<file path="src/sv/dts_pkg.sv">
`timescale 1ns / 1ps

package dts_pkg;

    localparam int NODE_W      = 4;
    localparam int NODE_IDS    = 16;
    localparam int STACK_DEPTH = 16;
    localparam int MAX_NODES   = 16;
    localparam int MAX_EDGES   = 64;
    localparam int CNT_W       = $clog2(MAX_EDGES + 1);
    localparam int NC_W        = 5;
    localparam int PADDR_W     = 3;

    localparam logic [NC_W-1:0] NODE_LIMIT =
        NC_W'((MAX_NODES < NODE_IDS) ? MAX_NODES : NODE_IDS);

    localparam logic REG_NODE_COUNT = 1'b0;

    localparam logic ACT_LOAD    = 1'b0;
    localparam logic ACT_RESOLVE = 1'b1;

    typedef enum logic [1:0] {
        ST_OK       = 2'd0,
        ST_CYCLE    = 2'd1,
        ST_OVERFLOW = 2'd2
    } t_status;

    typedef enum logic [1:0] {
        DEG_PEEK,
        DEG_INC,
        DEG_DEC
    } t_deg_op;

    typedef struct packed {
        logic              action;
        logic [NODE_W-1:0] from_node;
        logic [NODE_W-1:0] to_node;
    } t_in_item;

    typedef struct packed {
        logic [NODE_W-1:0] node_index;
        logic              node_valid;
        logic              last;
        logic [1:0]        status;
    } t_out_item;

    typedef struct packed {
        logic [NODE_W-1:0] src;
        logic [NODE_W-1:0] dst;
    } t_edge;

    typedef struct packed {
        logic              valid;
        t_deg_op           op;
        logic [NODE_W-1:0] node;
    } t_deg_req;

    typedef struct packed {
        logic              valid;
        logic [NODE_W-1:0] node;
    } t_push;

endpackage

</file>
<file path="src/sv/dependency_topological_sort.sv">
`timescale 1ns / 1ps

// Orders the nodes of a dependency graph with a stack-based Kahn sort.
// Input transactions carry either an edge load (from_node -> to_node) or a
// resolve command. Loads are taken one per cycle and written into the edge
// memory; once the memory is full further edges are dropped and flagged.
// A resolve counts in-degrees over the edge memory, scans nodes below
// node_count, capped at NODE_LIMIT, for zero in-degree, and then for each
// popped node emits one output transaction and walks the edge memory again.
// A final transaction with last set carries the status: ok, cycle or overflow.
// Input is stalled from the resolve until its status transaction is in the
// output register. The output register holds its transaction while the
// receiver stalls, and the sort waits for it.
// Reset empties the edge list and clears node_count; the in-degree table
// reads zero through per-entry valid bits, so no clearing pass is needed.
// node_count is written over the APB port at address 0.
module dependency_topological_sort #(
    parameter int MAX_EDGES = dts_pkg::MAX_EDGES
) (
    input  logic                          i_clk,
    input  logic                          i_rst_n,
    input  logic                          i_in_valid,
    output logic                          o_in_stall,
    input  dts_pkg::t_in_item             i_in_data,
    output logic                          o_out_valid,
    input  logic                          i_out_stall,
    output dts_pkg::t_out_item            o_out_data,
    input  logic                          psel,
    input  logic                          penable,
    input  logic                          pwrite,
    input  logic [dts_pkg::PADDR_W-1:0]   paddr,
    input  logic [31:0]                   pwdata,
    output logic [31:0]                   prdata,
    output logic                          pready
);

    localparam int EAW = (MAX_EDGES > 1) ? $clog2(MAX_EDGES) : 1;
    localparam int ETW = $clog2(MAX_EDGES + 1);
    localparam int CW  = $clog2(MAX_EDGES + 1);
    localparam int SPW = $clog2(dts_pkg::STACK_DEPTH + 1);

    typedef enum logic [2:0] {
        S_IDLE,
        S_BUILD,
        S_SCAN,
        S_POP,
        S_WALK,
        S_STATUS
    } t_state;

    t_state                     r_state, n_state;
    logic [ETW-1:0]             r_total, n_total;
    logic                       r_overflow, n_overflow;
    logic [dts_pkg::NC_W-1:0]   r_node_count;
    logic [ETW-1:0]             r_idx, n_idx;
    logic                       r_e_valid, n_e_valid;
    logic [dts_pkg::NC_W-1:0]   r_scan, n_scan;
    logic [dts_pkg::NODE_W-1:0] r_node, n_node;
    logic [SPW-1:0]             r_sp, n_sp;
    logic [ETW-1:0]             r_dec_cnt, n_dec_cnt;
    logic                       r_out_valid, n_out_valid;
    dts_pkg::t_out_item         r_out_data, n_out_data;
    logic [dts_pkg::NODE_W-1:0] r_stack [dts_pkg::STACK_DEPTH];

    logic                       w_slot_free;
    logic                       w_edge_we;
    dts_pkg::t_edge             w_wedge;
    dts_pkg::t_edge             w_edge;
    dts_pkg::t_deg_req          w_req;
    dts_pkg::t_push             w_push;
    logic                       w_busy;
    logic                       w_clear;
    logic [dts_pkg::NC_W-1:0]   w_limit;
    logic [dts_pkg::NODE_W-1:0] w_top;
    logic                       w_cfg_we;

    assign w_wedge.src = i_in_data.from_node;
    assign w_wedge.dst = i_in_data.to_node;

    dts_ram #(
        .WIDTH ($bits(dts_pkg::t_edge)),
        .DEPTH (MAX_EDGES)
    ) u_edge_ram (
        .i_clk   (i_clk),
        .i_we    (w_edge_we),
        .i_waddr (r_total[EAW-1:0]),
        .i_wdata (w_wedge),
        .i_raddr (r_idx[EAW-1:0]),
        .o_rdata (w_edge)
    );

    dts_indeg #(
        .CNT_W (CW)
    ) u_indeg (
        .i_clk   (i_clk),
        .i_rst_n (i_rst_n),
        .i_clear (w_clear),
        .i_req   (w_req),
        .o_push  (w_push),
        .o_busy  (w_busy)
    );

    assign o_in_stall  = (r_state != S_IDLE);
    assign o_out_valid = r_out_valid;
    assign o_out_data  = r_out_data;
    assign pready      = 1'b1;
    assign w_cfg_we    = psel && penable && pwrite && paddr[2] == dts_pkg::REG_NODE_COUNT;
    assign prdata      = (paddr[2] == dts_pkg::REG_NODE_COUNT) ?
                         {{(32 - dts_pkg::NC_W){1'b0}}, r_node_count} : '0;
    assign w_limit     = (r_node_count > dts_pkg::NODE_LIMIT) ?
                         dts_pkg::NODE_LIMIT : r_node_count;
    assign w_top       = r_sp[dts_pkg::NODE_W-1:0] - 1'b1;
    assign w_slot_free = !r_out_valid || !i_out_stall;

    always_comb begin
        n_state     = r_state;
        n_total     = r_total;
        n_overflow  = r_overflow;
        n_idx       = r_idx;
        n_e_valid   = 1'b0;
        n_scan      = r_scan;
        n_node      = r_node;
        n_sp        = r_sp;
        n_dec_cnt   = r_dec_cnt;
        n_out_valid = r_out_valid && i_out_stall;
        n_out_data  = r_out_data;
        w_edge_we   = 1'b0;
        w_clear     = 1'b0;
        w_req       = '0;

        if (r_e_valid) begin
            if (r_state == S_BUILD) begin
                w_req.valid = 1'b1;
                w_req.op    = dts_pkg::DEG_INC;
                w_req.node  = w_edge.dst;
            end else if (w_edge.src == r_node) begin
                w_req.valid = 1'b1;
                w_req.op    = dts_pkg::DEG_DEC;
                w_req.node  = w_edge.dst;
                n_dec_cnt   = r_dec_cnt + 1'b1;
            end
        end

        case (r_state)
            S_IDLE: begin
                if (i_in_valid) begin
                    if (i_in_data.action == dts_pkg::ACT_LOAD) begin
                        if (r_total < ETW'(MAX_EDGES)) begin
                            w_edge_we = 1'b1;
                            n_total   = r_total + 1'b1;
                        end else begin
                            n_overflow = 1'b1;
                        end
                    end else begin
                        n_idx     = '0;
                        n_dec_cnt = '0;
                        n_sp      = '0;
                        n_state   = S_BUILD;
                    end
                end
            end
            S_BUILD: begin
                if (r_idx < r_total) begin
                    n_e_valid = 1'b1;
                    n_idx     = r_idx + 1'b1;
                end else if (!r_e_valid) begin
                    n_scan  = '0;
                    n_state = S_SCAN;
                end
            end
            S_SCAN: begin
                if (r_scan < w_limit) begin
                    w_req.valid = 1'b1;
                    w_req.op    = dts_pkg::DEG_PEEK;
                    w_req.node  = r_scan[dts_pkg::NODE_W-1:0];
                    n_scan      = r_scan + 1'b1;
                end else if (!w_busy) begin
                    n_state = S_POP;
                end
            end
            S_POP: begin
                if (r_sp == '0) begin
                    n_state = S_STATUS;
                end else if (w_slot_free) begin
                    n_out_valid           = 1'b1;
                    n_out_data.node_index = r_stack[w_top];
                    n_out_data.node_valid = 1'b1;
                    n_out_data.last       = 1'b0;
                    n_out_data.status     = dts_pkg::ST_OK;
                    n_sp                  = r_sp - 1'b1;
                    n_node                = r_stack[w_top];
                    n_idx                 = '0;
                    n_state               = S_WALK;
                end
            end
            S_WALK: begin
                if (r_idx < r_total) begin
                    n_e_valid = 1'b1;
                    n_idx     = r_idx + 1'b1;
                end else if (!r_e_valid && !w_busy) begin
                    n_state = S_POP;
                end
            end
            S_STATUS: begin
                if (w_slot_free) begin
                    n_out_valid           = 1'b1;
                    n_out_data.node_index = '0;
                    n_out_data.node_valid = 1'b0;
                    n_out_data.last       = 1'b1;
                    if (r_overflow) begin
                        n_out_data.status = dts_pkg::ST_OVERFLOW;
                    end else if (r_dec_cnt != r_total) begin
                        n_out_data.status = dts_pkg::ST_CYCLE;
                    end else begin
                        n_out_data.status = dts_pkg::ST_OK;
                    end
                    n_total    = '0;
                    n_overflow = 1'b0;
                    n_sp       = '0;
                    w_clear    = 1'b1;
                    n_state    = S_IDLE;
                end
            end
            default: begin
                n_state = S_IDLE;
            end
        endcase

        if (w_push.valid && r_sp < SPW'(dts_pkg::STACK_DEPTH)) begin
            n_sp = r_sp + 1'b1;
        end
    end

    always_ff @(posedge i_clk) begin
        r_idx      <= n_idx;
        r_scan     <= n_scan;
        r_node     <= n_node;
        r_dec_cnt  <= n_dec_cnt;
        r_out_data <= n_out_data;
        if (w_push.valid && r_sp < SPW'(dts_pkg::STACK_DEPTH)) begin
            r_stack[r_sp[dts_pkg::NODE_W-1:0]] <= w_push.node;
        end
        if (!i_rst_n) begin
            r_state      <= S_IDLE;
            r_total      <= '0;
            r_overflow   <= 1'b0;
            r_e_valid    <= 1'b0;
            r_sp         <= '0;
            r_out_valid  <= 1'b0;
            r_node_count <= '0;
        end else begin
            r_state     <= n_state;
            r_total     <= n_total;
            r_overflow  <= n_overflow;
            r_e_valid   <= n_e_valid;
            r_sp        <= n_sp;
            r_out_valid <= n_out_valid;
            if (w_cfg_we) begin
                r_node_count <= pwdata[dts_pkg::NC_W-1:0];
            end
        end
    end

    a_sp_bound: assert property (@(posedge i_clk) disable iff (!i_rst_n)
        r_sp <= SPW'(dts_pkg::STACK_DEPTH))
        else $error("Ready stack pointer exceeds the stack depth.");

    a_pop_idle: assert property (@(posedge i_clk) disable iff (!i_rst_n)
        (r_state == S_POP) |-> (!w_busy && !r_e_valid))
        else $error("Pop attempted while in-degree updates are in flight.");

    a_dec_bound: assert property (@(posedge i_clk) disable iff (!i_rst_n)
        (r_state != S_IDLE) |-> (r_dec_cnt <= r_total))
        else $error("More edges removed than were loaded.");

    a_status_clear: assert property (@(posedge i_clk) disable iff (!i_rst_n)
        (r_state == S_STATUS && w_slot_free) |=>
            (r_state == S_IDLE && r_total == '0 && !r_overflow && r_out_data.last))
        else $error("Status transaction did not end the resolve cleanly.");

endmodule

</file>
<file path="src/sv/dts_ram.sv">
`timescale 1ns / 1ps

module dts_ram #(
    parameter int WIDTH = dts_pkg::NODE_W,
    parameter int DEPTH = dts_pkg::MAX_EDGES,
    localparam int AW = (DEPTH > 1) ? $clog2(DEPTH) : 1
) (
    input  logic             i_clk,
    input  logic             i_we,
    input  logic [AW-1:0]    i_waddr,
    input  logic [WIDTH-1:0] i_wdata,
    input  logic [AW-1:0]    i_raddr,
    output logic [WIDTH-1:0] o_rdata
);

    logic [WIDTH-1:0] r_mem [DEPTH];

    always_ff @(posedge i_clk) begin
        if (i_we) begin
            r_mem[i_waddr] <= i_wdata;
        end
        o_rdata <= r_mem[i_raddr];
    end

endmodule

</file>
<file path="src/sv/dts_indeg.sv">
`timescale 1ns / 1ps

module dts_indeg #(
    parameter int CNT_W = dts_pkg::CNT_W
) (
    input  logic              i_clk,
    input  logic              i_rst_n,
    input  logic              i_clear,
    input  dts_pkg::t_deg_req i_req,
    output dts_pkg::t_push    o_push,
    output logic              o_busy
);

    logic                        r_b_valid;
    dts_pkg::t_deg_op            r_b_op;
    logic [dts_pkg::NODE_W-1:0]  r_b_node;
    logic                        r_fw_valid;
    logic [dts_pkg::NODE_W-1:0]  r_fw_node;
    logic [CNT_W-1:0]            r_fw_data;
    logic [dts_pkg::NODE_IDS-1:0] r_vld;

    logic [CNT_W-1:0] w_rdata;
    logic [CNT_W-1:0] w_cur;
    logic [CNT_W-1:0] w_new;
    logic             w_we;

    dts_ram #(
        .WIDTH (CNT_W),
        .DEPTH (dts_pkg::NODE_IDS)
    ) u_ram (
        .i_clk   (i_clk),
        .i_we    (w_we),
        .i_waddr (r_b_node),
        .i_wdata (w_new),
        .i_raddr (i_req.node),
        .o_rdata (w_rdata)
    );

    always_comb begin
        if (r_fw_valid && r_fw_node == r_b_node) begin
            w_cur = r_fw_data;
        end else if (r_vld[r_b_node]) begin
            w_cur = w_rdata;
        end else begin
            w_cur = '0;
        end
        case (r_b_op)
            dts_pkg::DEG_INC: w_new = w_cur + 1'b1;
            dts_pkg::DEG_DEC: w_new = w_cur - 1'b1;
            default:          w_new = w_cur;
        endcase
        w_we = r_b_valid && r_b_op != dts_pkg::DEG_PEEK;
        o_push.node  = r_b_node;
        o_push.valid = r_b_valid &&
            ((r_b_op == dts_pkg::DEG_PEEK && w_cur == '0) ||
             (r_b_op == dts_pkg::DEG_DEC && w_cur == CNT_W'(1)));
    end

    assign o_busy = r_b_valid;

    always_ff @(posedge i_clk) begin
        r_b_op    <= i_req.op;
        r_b_node  <= i_req.node;
        r_fw_node <= r_b_node;
        r_fw_data <= w_new;
        if (!i_rst_n) begin
            r_b_valid  <= 1'b0;
            r_fw_valid <= 1'b0;
            r_vld      <= '0;
        end else begin
            r_b_valid  <= i_req.valid;
            r_fw_valid <= w_we && !i_clear;
            if (i_clear) begin
                r_vld <= '0;
            end else if (w_we) begin
                r_vld[r_b_node] <= 1'b1;
            end
        end
    end

endmodule

</file>
<file path="config.mk">
export PLATFORM = sky130hd
export DESIGN_NAME = dependency_topological_sort
export DESIGN_NICKNAME = d
export VERILOG_FILES = /design/src/sv/dts_pkg.sv /design/src/sv/dependency_topological_sort.sv /design/src/sv/dts_ram.sv /design/src/sv/dts_indeg.sv
export SDC_FILE = /design/constraint.sdc
export NUM_CORES = 1
export LEC_CHECK = 0
export ABC_CLOCK_PERIOD_IN_PS = 4600
export BUFFER_PORTS_ARGS = -buffer_cell sky130_fd_sc_hd__buf_2
export CAP_MARGIN = 0
export CORE_ASPECT_RATIO = 0.75
export CORE_MARGIN = 2
export CORE_UTILIZATION = 45
export DETAILED_ROUTE_END_ITERATION = 6
export GPL_TIMING_DRIVEN = 0
export PLACE_DENSITY = 0.57
export SLEW_MARGIN = 30
export SYNTH_ARGS = -nofsm -noshare
export SYNTH_HDL_FRONTEND = slang
export SYNTH_SLANG_ARGS = --single-unit
</file>
<file path="constraint.sdc">
create_clock -name i_clk -period 4.6 [get_ports i_clk]
set_clock_uncertainty 0.2 [all_clocks]
set_input_delay 1.38 -clock i_clk [delete_from_list [all_inputs] [get_ports i_clk]]
set_output_delay 1.38 -clock i_clk [all_outputs]
set_load 0.05 [all_outputs]
</file>
# --- Word level (Yosys, flattened, before mapping) ---
# Memories as Yosys holds them, arrays and structs flattened. A register that Yosys moved wholly into a read port is not among the register bits.
# Index checks and enable logic that the tools add are counted.
# Widths: inputs -> output; s select.
word_totals:
  output_inout_bits: 43
  n_memories: 3
  regBits: 89
  ram_bits: 688
  wordCells: 200
classes:
  n_eq_ne: 33
  n_bitwise: 4
  n_lt_le_gt_ge: 7
  addsub: 9
  reduce_logical: 42
  n_mux: 80
mem_list:
  columns: ["name", "words", "word_bits", "rd", "rd_ports_with_merged_regs", "wr", "line", "text"]
  rows:
  - ["u_edge_ram.r_mem", 64, 8, 1, 1, 1, "dts_ram.sv:16", "logic [WIDTH-1:0] r_mem [DEPTH];"]
  - ["u_indeg.u_ram.r_mem", 16, 7, 1, 1, 1, "dts_ram.sv:16", null]
  - ["r_stack", 16, 4, 1, 0, 1, "dependency_topological_sort.sv:63", "logic [dts_pkg::NODE_W-1:0] r_stack [dts_pkg::STACK_DEPTH];"]
ops:
  columns: ["operator", "n"]
  rows:
  - ["$mux 7", 21]
  - ["$mux 5", 11]
  - ["$mux 3", 11]
  - ["$ne 2x2->1 const B", 15]
  - ["$add 7x1->7 const B", 4]
  - ["$pmux 7 s2", 2]
  - ["$mux 8", 3]
  - ["$mux 1", 22]
  - ["$pmux 7 s3", 1]
  - ["$ne 3x3->1 const B", 6]
  - ["$pmux 3 s6", 1]
  - ["$or 16x16->16", 1]
  - ["$pmux 8 s2", 1]
  - ["$pmux 5 s3", 1]
  - ["$logic_and 1x1->1", 13]
  - ["$reduce_and 6->1", 2]
  - ["$add 5x1->5 const B", 2]
  - ["$pmux 5 s2", 1]
  - ["$reduce_and 10->1", 1]
  - ["$reduce_and 5->1", 2]
  - ["$eq 4x4->1", 2]
  - ["$reduce_and 4->1", 2]
  - ["$reduce_bool 2->1", 4]
  - ["$eq 7x1->1 const B", 1]
  - ["other kinds (33)", 45]

# --- Logic depth before layout (Yosys ltp) ---
# Gate-level depths: netlist (run 1).
depth:
  depth_word: 11
  ltp_mapped: 16
  depth_no_buf: 13

# --- Cells and area by module ---
# Synthesis (run 1) repeated with hierarchy kept, for this count alone.
unflattened:
  hier_cells: 1831
  area_unflattened_um2: 32449.9
by_module_without_submodules:
  columns: ["module", "area_each_um2", "cells_per_inst", "n_inst"]
  rows:
  - ["dts_ram at u_edge_ram", 20166.8, 940, 1]
  - ["dependency_topological_sort", 5880.6, 485, 1]
  - ["dts_ram at u_indeg.u_ram", 4530.6, 203, 1]
  - ["dts_indeg", 1871.8, 203, 1]

# --- Worst setup path before layout (run 1) ---
# OpenSTA, ideal clock, no wires.
synth_path:
  path_type: "register to register"
  start: "register u_indeg.r_b_node[0] (netlist bit)"
  end: "memory r_stack[0][0] (netlist bit), enable pin"
  setup_time_ps: 361
  stages_incl_launch_ff: 15
  arrival_time_ps: 3308
  synth_period_minus_slack_ps: 3870
  path_slack_ps: 730
  cell_sequence: "dfxtp_1 -> buf_4 -> mux4_2 -> mux2i_1 -> mux2_2 -> buf_2 -> o2bb2a_1 -> ha_1 -> a22oi_1 -> nor3b_1 -> o21ai_0 -> nor2_1 -> buf_2 -> nand2_1 -> nor3_1"
synth_via:
  elab_chain_cells: 11
  elab_cells_between_ends: 15
synth_lines:
  columns: ["element", "line", "text"]
  rows:
  - ["start: declaration", "dts_indeg.sv:16", "logic [dts_pkg::NODE_W-1:0] r_b_node;"]
  - ["start signal: assignment", "dts_indeg.sv:63", "r_b_node <= i_req.node;"]
  - ["$bmux 1 s4", "dts_indeg.sv:42", "end else if (r_vld[r_b_node]) begin"]
  - ["$mux 1 (not written as such)", "dts_indeg.sv:42", null]
  - ["$mux 7", "dts_indeg.sv:42", null]
  - ["$mux 7 *", "dts_indeg.sv:40", "if (r_fw_valid && r_fw_node == r_b_node) begin"]
  - ["$eq 7x1->1 / $logic_not 7->1 (equally long branches)", "dts_indeg.sv:56, dts_indeg.sv:55", null]
  - ["$logic_and 1x1->1 (on tied branches)", "dts_indeg.sv:56, dts_indeg.sv:55", null]
  - ["$logic_or 1x1->1 *", "dts_indeg.sv:55", "((r_b_op == dts_pkg::DEG_PEEK && w_cur == '0) ||"]
  - ["$logic_and 1x1->1 *", "dts_indeg.sv:54", "o_push.valid = r_b_valid &&"]
  - ["$logic_and 1x1->1 *", "dependency_topological_sort.sv:240", "if (w_push.valid && r_sp < SPW'(dts_pkg::STACK_DEPTH)) begin"]
  - ["$mux 1 *", "dependency_topological_sort.sv:240", null]
  - ["$mux 1 (not written as such) *", "dependency_topological_sort.sv:241", "r_stack[r_sp[dts_pkg::NODE_W-1:0]] <= w_push.node;"]
  - ["end: declaration", "dependency_topological_sort.sv:63", null]
# Mark *: on every way between the ends. The rest lies on a longest branch, timed or not. The select of a mux whose other input is x is not followed.

# --- Final worst setup path (run 1) ---
layout_path:
  start: "register u_indeg.r_b_node[1] (netlist bit)"
  end: "memory r_stack[5][0] (netlist bit), enable pin"
# Same word-level chain as after synthesis.

==> impl_table.tex, run 1 <==
\begin{tabular}{lr}
\hline
Metric & Value \\
\hline
\multicolumn{2}{l}{\textbf{Synth}} \\
Number of different library cells in the post-synthesis netlist & 77 \\
Instance count of the mapped netlist & 1745 \\
Top-area cell type share of the netlist area & 67.1\% \\
Total standard cell area after synthesis & 0.0319 sq mm \\
Cell type with the largest total area after synthesis & edfxtp\_1 \\
Count of flip-flops with a built-in enable after synthesis & 712 \\
Number of storage elements in the synthesis netlist & 792 \\
Leading post-synthesis cells by cell area & edfxtp\_1 (67\%), mux4\_2 (14\%), dfxtp\_1 (5.0\%), nor2\_1 (2.1\%), mux2i\_1 (1.1\%) \\
Most instantiated flip-flop cell in the synthesis netlist & edfxtp\_1 \\
Mapped Avg Cell Area & 18.3 sq um \\
Asr flop ratio synth & 0\% \\
Number of warnings reported in the yosys synthesis log & 0 \\
Sequential-to-total area share from yosys stat & 72.1\% \\
\multicolumn{2}{l}{\textbf{Clock network}} \\
Number of H-tree levels & 3 \\
Clock Sink Count & 792 \\
Clock buffers created by TritonCTS & 78 \\
TritonCTS clock tree & built \\
Latest clock arrival within the worst-skew pair & 0.62 ns \\
Clock edge transition at the registers on the reported setup and hold paths & 0.06 ns \\
Cell at the root of the clock tree & clkbuf\_16 \\
Number of buffers on the longest clock path & 3 \\
\multicolumn{2}{l}{\textbf{Timing}} \\
Count of final max-slew check failures & 0 \\
Final setup violation count & 0 \\
Total negative slack & 0 ns \\
Unrepaired setup endpoints after global routing & no \\
Max-slew headroom at the worst pin & 35.1\% \\
Max Freq & 233 MHz \\
Post-route clock period utilization & 93.2\% \\
Minimum clock period after layout & 4.29 ns \\
Hold Fails Final Rpt & 0 \\
Worst-Margin Slew & 0.970 ns \\
\multicolumn{2}{l}{\textbf{Floorplanning}} \\
Die Span X & 311 um \\
Starting utilization of the core area & 45.5\% \\
Total core area & 0.0701 sq mm \\
Height of the die & 235 um \\
Standard-cell row count & 84 \\
Die footprint & 0.0730 sq mm \\
IO Count & 94 \\
\multicolumn{2}{l}{\textbf{Worst setup path}} \\
Highest fanout seen on the critical path & 18 \\
Element type at the critical path start & flip-flop \\
Critical path class & reg2reg \\
Endpoint class of the critical path & flip-flop \\
Required arrival time at the worst endpoint & 4.70 ns \\
Critical path data arrival time & 4.39 ns \\
\multicolumn{2}{l}{\textbf{Final layout}} \\
Most common cell after layout, fill and taps aside & edfxtp\_1 \\
Layout cells sized above 1 & 24.0\% \\
End-of-flow core utilization & 51.3\% \\
Highest-count cells in the layout ignoring fill and taps & edfxtp\_1 (712), mux4\_2 (192), nor2\_1 (167) \\
Count of non-filler cells in the finished layout & 2895 \\
Area Overhead vs Synth & 12.8\% \\
Layout Nets & 1972 \\
Final Cell Area & 0.0360 sq mm \\
Diodes inserted & 0 \\
\multicolumn{2}{l}{\textbf{GRT}} \\
First-pass GRT wire length & 109000 um \\
Pin count of the biggest net entering global routing & 65 \\
Antenna violations before repair & 2 \\
Total track usage & 20.6\% \\
Via count of the first global-routing pass & 16136 \\
Remaining global-route overflow & 0 \\
\multicolumn{2}{l}{\textbf{Route}} \\
Number of detailed-route iterations in the first pass & 6 \\
DRC errors left & 0 \\
Average wire length per cell after detail routing & 25.8 um \\
Vias per cell & 5.76 \\
Antenna-violating nets left & 0 \\
Wire length after detailed routing & 74700 um \\
Total number of vias & 16682 \\
Starting DRT DRC Count & 1849 \\
\multicolumn{2}{l}{\textbf{Flow run}} \\
\# Max-Cap Violations & 0 \\
\multicolumn{2}{l}{\textbf{Place}} \\
Placed cell count & 2759 \\
Final Wtd Congestion & 0.844 \\
Number of input and output port buffers inserted & 36 \\
Sum of net half-perimeters after detailed placement & 49300 um \\
Post-placement cell area & 0.0335 sq mm \\
\multicolumn{2}{l}{\textbf{Pwr}} \\
Power density over the cells & 534 mW/mm\^{}2 \\
Total power consumption of the routed design & 0.0192 W \\
Static leakage & 11.4 nW \\
VDD IR-drop max & 0.000311 V \\
\multicolumn{2}{l}{\textbf{Outcome}} \\
Run status & finished, final reports clean \\
\multicolumn{2}{l}{\textbf{Worst hold path}} \\
Type of the most critical hold path & reg2reg \\
\hline
\end{tabular}
[report_power, final]
group	internal, W	total, W	switching [W]
clock network	0.00343	0.00608	0.00265
registers	0.00807	0.00827	0.000198
logic	0.00209	0.00486	0.00277
[final cells by class]
class / count / area [sq um]
plain buffers: 109 / 582
fillers: 5666 / 34100
flip-flops and latches: 792 / 23000
well taps: 946 / 1180
multi-input cells: 848 / 8480
repair buffers: 44 / 269
clock buffers: 96 / 2120
clock inverters: 38 / 265
inverters: 22 / 85.1
[cells in the mapped netlist, types with 3 or more instances]
| library cell | number |
|---|---|
| a211oi_1 | 3 |
| a21oi_1 | 39 |
| mux2_2 | 19 |
| mux2i_1 | 35 |
| or2_2 | 3 |
| buf_4 | 31 |
| nor3b_1 | 5 |
| nor4_1 | 4 |
| nand4_1 | 5 |
| nand4b_1 | 3 |
| nor2_1 | 181 |
| o211ai_1 | 9 |
| nand2_1 | 74 |
| o21ai_1 | 5 |
| dfxtp_1 | 80 |
| a21o_1 | 3 |
| xnor2_1 | 19 |
| nand2b_1 | 9 |
| o21a_1 | 4 |
| or3_1 | 9 |
| o31ai_1 | 3 |
| edfxtp_1 | 712 |
| and3_1 | 4 |
| and2_1 | 10 |
| o2bb2a_1 | 3 |
| xor2_1 | 17 |
| buf_6 | 3 |
| nand3_1 | 24 |
| o32a_1 | 3 |
| buf_2 | 21 |
| nor2b_1 | 5 |
| inv_1 | 19 |
| nor3_1 | 21 |
| a222oi_1 | 3 |
| mux4_2 | 192 |
| a221oi_1 | 11 |
| o22ai_1 | 10 |
| ha_1 | 26 |
| buf_1 | 8 |
| o21ai_0 | 20 |
| clkbuf_1 | 46 |
[metrics by stage]
stage	setup slack [ns]	hold slack [ns]
after floorplan	0.730	0.235
after global placement	-0.485	0.246
after detailed placement	-0.613	0.256
after CTS	0.0123	0.270
after global routing	0.0696	0.215
final	0.311	0.209
[worst max-delay path, cell delays in order (launching register included)]
cell      delay [ns]
dfxtp_4         0.48
buf_2           0.28
mux4_2          0.34
mux2i_1         0.15
mux2_2          0.22
buf_2           0.25
o2bb2a_2        0.32
ha_1            0.18
a22oi_1         0.08
nor3b_1         0.17
o21ai_0         0.23
nor2_1          0.27
buf_2           0.26
nand2_1         0.25
nor2_2          0.29
[timing repair]
action	4_1_cts	5_1_grt
setup endpoints to repair	99	65
setup buffers	0	1
hold buffers	0	0
pin swaps	0	2
gates resized for setup	10	22
[registers in the layout (all words and copies together), names as in the netlist]
register and count:
u_edge_ram.r_mem 512, u_indeg.u_ram.r_mem 112, r_stack 64, u_indeg.r_vld 16, o_out_data 8, u_edge_ram.o_rdata 8, r_dec_cnt 7, r_idx 7
r_total 7, u_indeg.r_fw_data 7, u_indeg.u_ram.o_rdata 7, r_node_count 5, r_scan 5, r_sp 5, r_node 4, u_indeg.r_b_node 4
u_indeg.r_fw_node 4, r_state 3, u_indeg.r_b_op 2, o_out_valid 1, r_e_valid 1, r_overflow 1, u_indeg.o_busy 1, u_indeg.r_fw_valid 1
[path summary, 6_finish.rpt]
path	start	end	slack [ns]	cells past startpoint
worst max register to register	u_indeg.r_b_node[1]	r_stack[5][0]	0.31	14
worst min register to register	u_indeg.r_b_node[0]	u_indeg.r_fw_node[0]	0.21	0
worst max-delay path	u_indeg.r_b_node[1]	r_stack[5][0]	0.31	14
worst min-delay path	u_indeg.r_b_node[0]	u_indeg.r_fw_node[0]	0.21	0
[per-layer routing]
| layer | vias to the layer above | wire length (um) | GRT usage, % |
|---|---|---|---|
| li1 | 7206 | - | - |
| met1 | 8797 | 34900 | 31.3 |
| met2 | 566 | 32200 | 29.3 |
| met3 | 111 | 5960 | 5.44 |
| met4 | 2 | 1600 | 5.68 |
| met5 | - | 83 | 0.844 |
[logic make-up (layout without fill, tap and decap cells)]
group | after synthesis | in the layout | synth area share (%)
AOI/OAI and AO/OA | 143 | 143 | 3.22
xor gates and xnor gates | 36 | 36 | 0.989
adders and majority gates | 27 | 27 | 1.05
buffers and inverters | 131 | 309 | 2.07
DFF | 792 | 792 | 72.1
muxes | 246 | 246 | 15.3
other | 2 | 28 | 0.0236
and+or+nand+nor | 368 | 368 | 5.24
(Power assumes the default switching activity.)
==> inputs of run 2 (changes only) <==
--- a/config.mk
+++ b/config.mk
@@ -5,7 +5,7 @@
 export SDC_FILE = /design/constraint.sdc
 export NUM_CORES = 1
 export LEC_CHECK = 0
-export ABC_CLOCK_PERIOD_IN_PS = 4600
+export ABC_CLOCK_PERIOD_IN_PS = 4900
 export BUFFER_PORTS_ARGS = -buffer_cell sky130_fd_sc_hd__buf_2
 export CAP_MARGIN = 0
 export CORE_ASPECT_RATIO = 0.75
@@ -13,7 +13,7 @@
 export CORE_UTILIZATION = 45
 export DETAILED_ROUTE_END_ITERATION = 6
 export GPL_TIMING_DRIVEN = 0
-export PLACE_DENSITY = 0.57
+export PLACE_DENSITY = 0.62
 export SLEW_MARGIN = 30
 export SYNTH_ARGS = -nofsm -noshare
 export SYNTH_HDL_FRONTEND = slang
==> constraint.sdc (replaced) <==
create_clock -name i_clk -period 4.9 [get_ports i_clk]
set_clock_uncertainty 0.2 [all_clocks]
set_input_delay 1.47 -clock i_clk [delete_from_list [all_inputs] [get_ports i_clk]]
set_output_delay 1.47 -clock i_clk [all_outputs]
set_load 0.05 [all_outputs]
==> impl_table.tex, run 2 (same netlist as run 1, synthesis figures left out) <==
\begin{tabular}{lr}
\hline
Metric & Value \\
\hline
\multicolumn{2}{l}{\textbf{Worst setup path}} \\
Launching element of the worst setup path & u\_indeg.r\_b\_node[0] \\
Setup crit end & r\_stack[8][1] \\
Element type at the critical path start & flip-flop \\
Cell depth of the worst flop-to-flop path & 14 (unchanged) \\
Internal reg-to-reg setup slack & 0.30 ns (about the same) \\
Required arrival time at the worst endpoint & 4.98 ns (+0.28 ns) \\
Source of the worst register-to-register timing path & u\_indeg.r\_b\_node[0] \\
Endpoint class of the critical path & flip-flop \\
Highest fanout seen on the critical path & 18 (unchanged) \\
Critical path class & reg2reg \\
Critical path data arrival time & 4.69 ns (+0.30 ns) \\
R2r endpoint & r\_stack[8][1] \\
\multicolumn{2}{l}{\textbf{Floorplanning}} \\
Height of the die & 235 um (unchanged) \\
Starting utilization of the core area & 45.5\% (unchanged) \\
IO Count & 94 (unchanged) \\
Total core area & 0.0701 sq mm (unchanged) \\
Standard-cell row count & 84 (unchanged) \\
Die footprint & 0.0730 sq mm (unchanged) \\
Die Span X & 311 um (unchanged) \\
\multicolumn{2}{l}{\textbf{Route}} \\
Vias per cell & 5.78 (+0.38\%) \\
Total number of vias & 16774 (+0.55\%) \\
Average wire length per cell after detail routing & 25.0 um (-3.2\%) \\
DRC errors left & 0 (unchanged) \\
Starting DRT DRC Count & 1905 (+3.0\%) \\
Antenna-violating nets left & 0 (unchanged) \\
Wire length after detailed routing & 72500 um (-3.0\%) \\
Number of detailed-route iterations in the first pass & 5 (-1) \\
\multicolumn{2}{l}{\textbf{Clock network}} \\
Clock Sink Count & 792 (unchanged) \\
Buffers inserted during post-CTS setup optimization & 0 (unchanged) \\
Latest clock arrival within the worst-skew pair & 0.63 ns (about the same) \\
Clock edge transition at the registers on the reported setup and hold paths & 0.06 ns (about the same) \\
Number of buffers on the longest clock path & 3 (unchanged) \\
Clock buffers created by TritonCTS & 78 (unchanged) \\
Number of H-tree levels & 3 (unchanged) \\
TritonCTS clock tree & built \\
Cell at the root of the clock tree & clkbuf\_16 \\
\multicolumn{2}{l}{\textbf{Final layout}} \\
Highest-count cells in the layout ignoring fill and taps & edfxtp\_1 (712), mux4\_2 (192), nor2\_1 (173) \\
Top register by number of flip-flops & u\_edge\_ram.r\_mem \\
Layout Nets & 1969 (-0.15\%) \\
Count of non-filler cells in the finished layout & 2900 (+0.17\%) \\
Most common cell after layout, fill and taps aside & edfxtp\_1 \\
Flip-flop count of the largest register, all copies and words added & 512 (unchanged) \\
End-of-flow core utilization & 51.4\% (+0.093 points) \\
Layout cells sized above 1 & 24.1\% (+0.10 points) \\
Final Cell Area & 0.0360 sq mm (+0.18\%) \\
Area Overhead vs Synth & 13.0\% \\
\multicolumn{2}{l}{\textbf{Timing}} \\
Minimum clock period after layout & 4.60 ns (+0.314 ns) \\
Hold Fails Final Rpt & 0 (unchanged) \\
Final setup violation count & 0 (unchanged) \\
Count of final max-slew check failures & 0 (unchanged) \\
Post-route clock period utilization & 93.9\% (+0.70 points) \\
Worst-Margin Slew & 0.962 ns (-0.00872 ns) \\
Max-slew headroom at the worst pin & 35.7\% (+0.58 points) \\
Max Freq & 217 MHz (-6.8\%) \\
\multicolumn{2}{l}{\textbf{Place}} \\
Sum of net half-perimeters after detailed placement & 47900 um (-2.9\%) \\
Number of input and output port buffers inserted & 36 (unchanged) \\
Placed cell count & 2758 (-0.036\%) \\
Final Wtd Congestion & 0.846 (+0.17\%) \\
Post-placement cell area & 0.0334 sq mm (about the same) \\
\multicolumn{2}{l}{\textbf{Pwr}} \\
Power density over the cells & 503 mW/mm\^{}2 (-5.8\%) \\
Total power consumption of the routed design & 0.0181 W (-5.6\%) \\
Static leakage & 11.5 nW (+0.49\%) \\
VDD IR-drop max & 0.000280 V (-9.8\%) \\
\multicolumn{2}{l}{\textbf{GRT}} \\
First-pass GRT wire length & 107000 um (-1.4\%) \\
Total track usage & 19.9\% (-0.66 points) \\
Remaining global-route overflow & 0 (unchanged) \\
GR met3 Demand/Resource & 4.73\% (-0.71 points) \\
Pin count of the biggest net entering global routing & 65 (unchanged) \\
Busiest layer in global routing & met1 \\
GR Layer Usage met1 & 30.4\% (-0.91 points) \\
Met2 Resource Use GR & 29.3\% (-0.049 points) \\
Via count of the first global-routing pass & 16419 (+1.8\%) \\
Antenna violations before repair & 2 (unchanged) \\
\multicolumn{2}{l}{\textbf{Worst hold path}} \\
Type of the most critical hold path & reg2reg \\
\multicolumn{2}{l}{\textbf{Flow run}} \\
\# Max-Cap Violations & 0 (unchanged) \\
\multicolumn{2}{l}{\textbf{Outcome}} \\
Run status & finished, final reports clean \\
\hline
\end{tabular}
==> run 2: layout make-up <==
class | count | area, sq um
sequential | 792 | 23000
multi-input combinational | 848 | 8430
tap | 946 | 1180
timing repair buffer | 41 | 239
clock inverter | 38 | 419
clock buffer | 103 | 2120
inverter | 22 | 85.1
fill | 5645 | 34100
antenna | 1 | 2.50
buffer | 109 | 579
==> run 2: routing by layer <==
layer / vias up / wire [um]
met2: 612 / 31700
met5: - / 0
met1: 8861 / 33600
li1: 7203 / -
met4: 0 / 1280
met3: 98 / 5870
==> run 2: how the worst min path moves through the flow <==
stage	to	depth (start not counted)	from
3_3_place_gp	u_indeg.r_vld[10]	2	u_indeg.r_vld[10]
3_5_place_dp	u_indeg.r_vld[7]	2	u_indeg.r_vld[7]
4_1_cts	u_indeg.r_vld[7]	2	u_indeg.r_vld[7]
2_1_floorplan	u_indeg.r_vld[10]	2	u_indeg.r_vld[10]
6_report	u_indeg.r_vld[7]	2	u_indeg.r_vld[7]
5_1_grt	u_indeg.r_vld[7]	2	u_indeg.r_vld[7]
==> run 2: stage by stage <==
stage	setup TNS, ns	worst slack (ns)	hold slack, ns
after global placement	-0.770	-0.0688	0.246
after CTS	0	0.0215	0.267
final	0	0.297	0.264
after floorplan	0	1.03	0.235
after detailed placement	-7.93	-0.257	0.252
after global routing	-0.000511	-0.000511	0.297
==> run 2: power by group <==
part | switching (W) | internal (W)
combinational | 0.00248 | 0.00194
clock | 0.00255 | 0.00339
sequential | 0.000196 | 0.00758
total | 0.00523 | 0.0129
==> run 2: worst max-delay path, cell delays in order (launching register included) <==
cell	delay [ns]
dfxtp_4	0.49
buf_4	0.25
mux4_2	0.51
mux2i_1	0.14
mux2_2	0.21
buf_2	0.24
o2bb2a_1	0.36
ha_1	0.20
a22oi_1	0.09
nor3b_1	0.20
o21ai_0	0.25
nor2_1	0.27
buf_2	0.26
nand2_1	0.17
nor2_1	0.39
==> run 2: timing repair <==
action / in CTS / in global routing
gates resized for setup: 3 / 12
hold buffers: 0 / 0
hold endpoints to repair: 0 / 0
endpoints found under the setup margin: 61 / 65
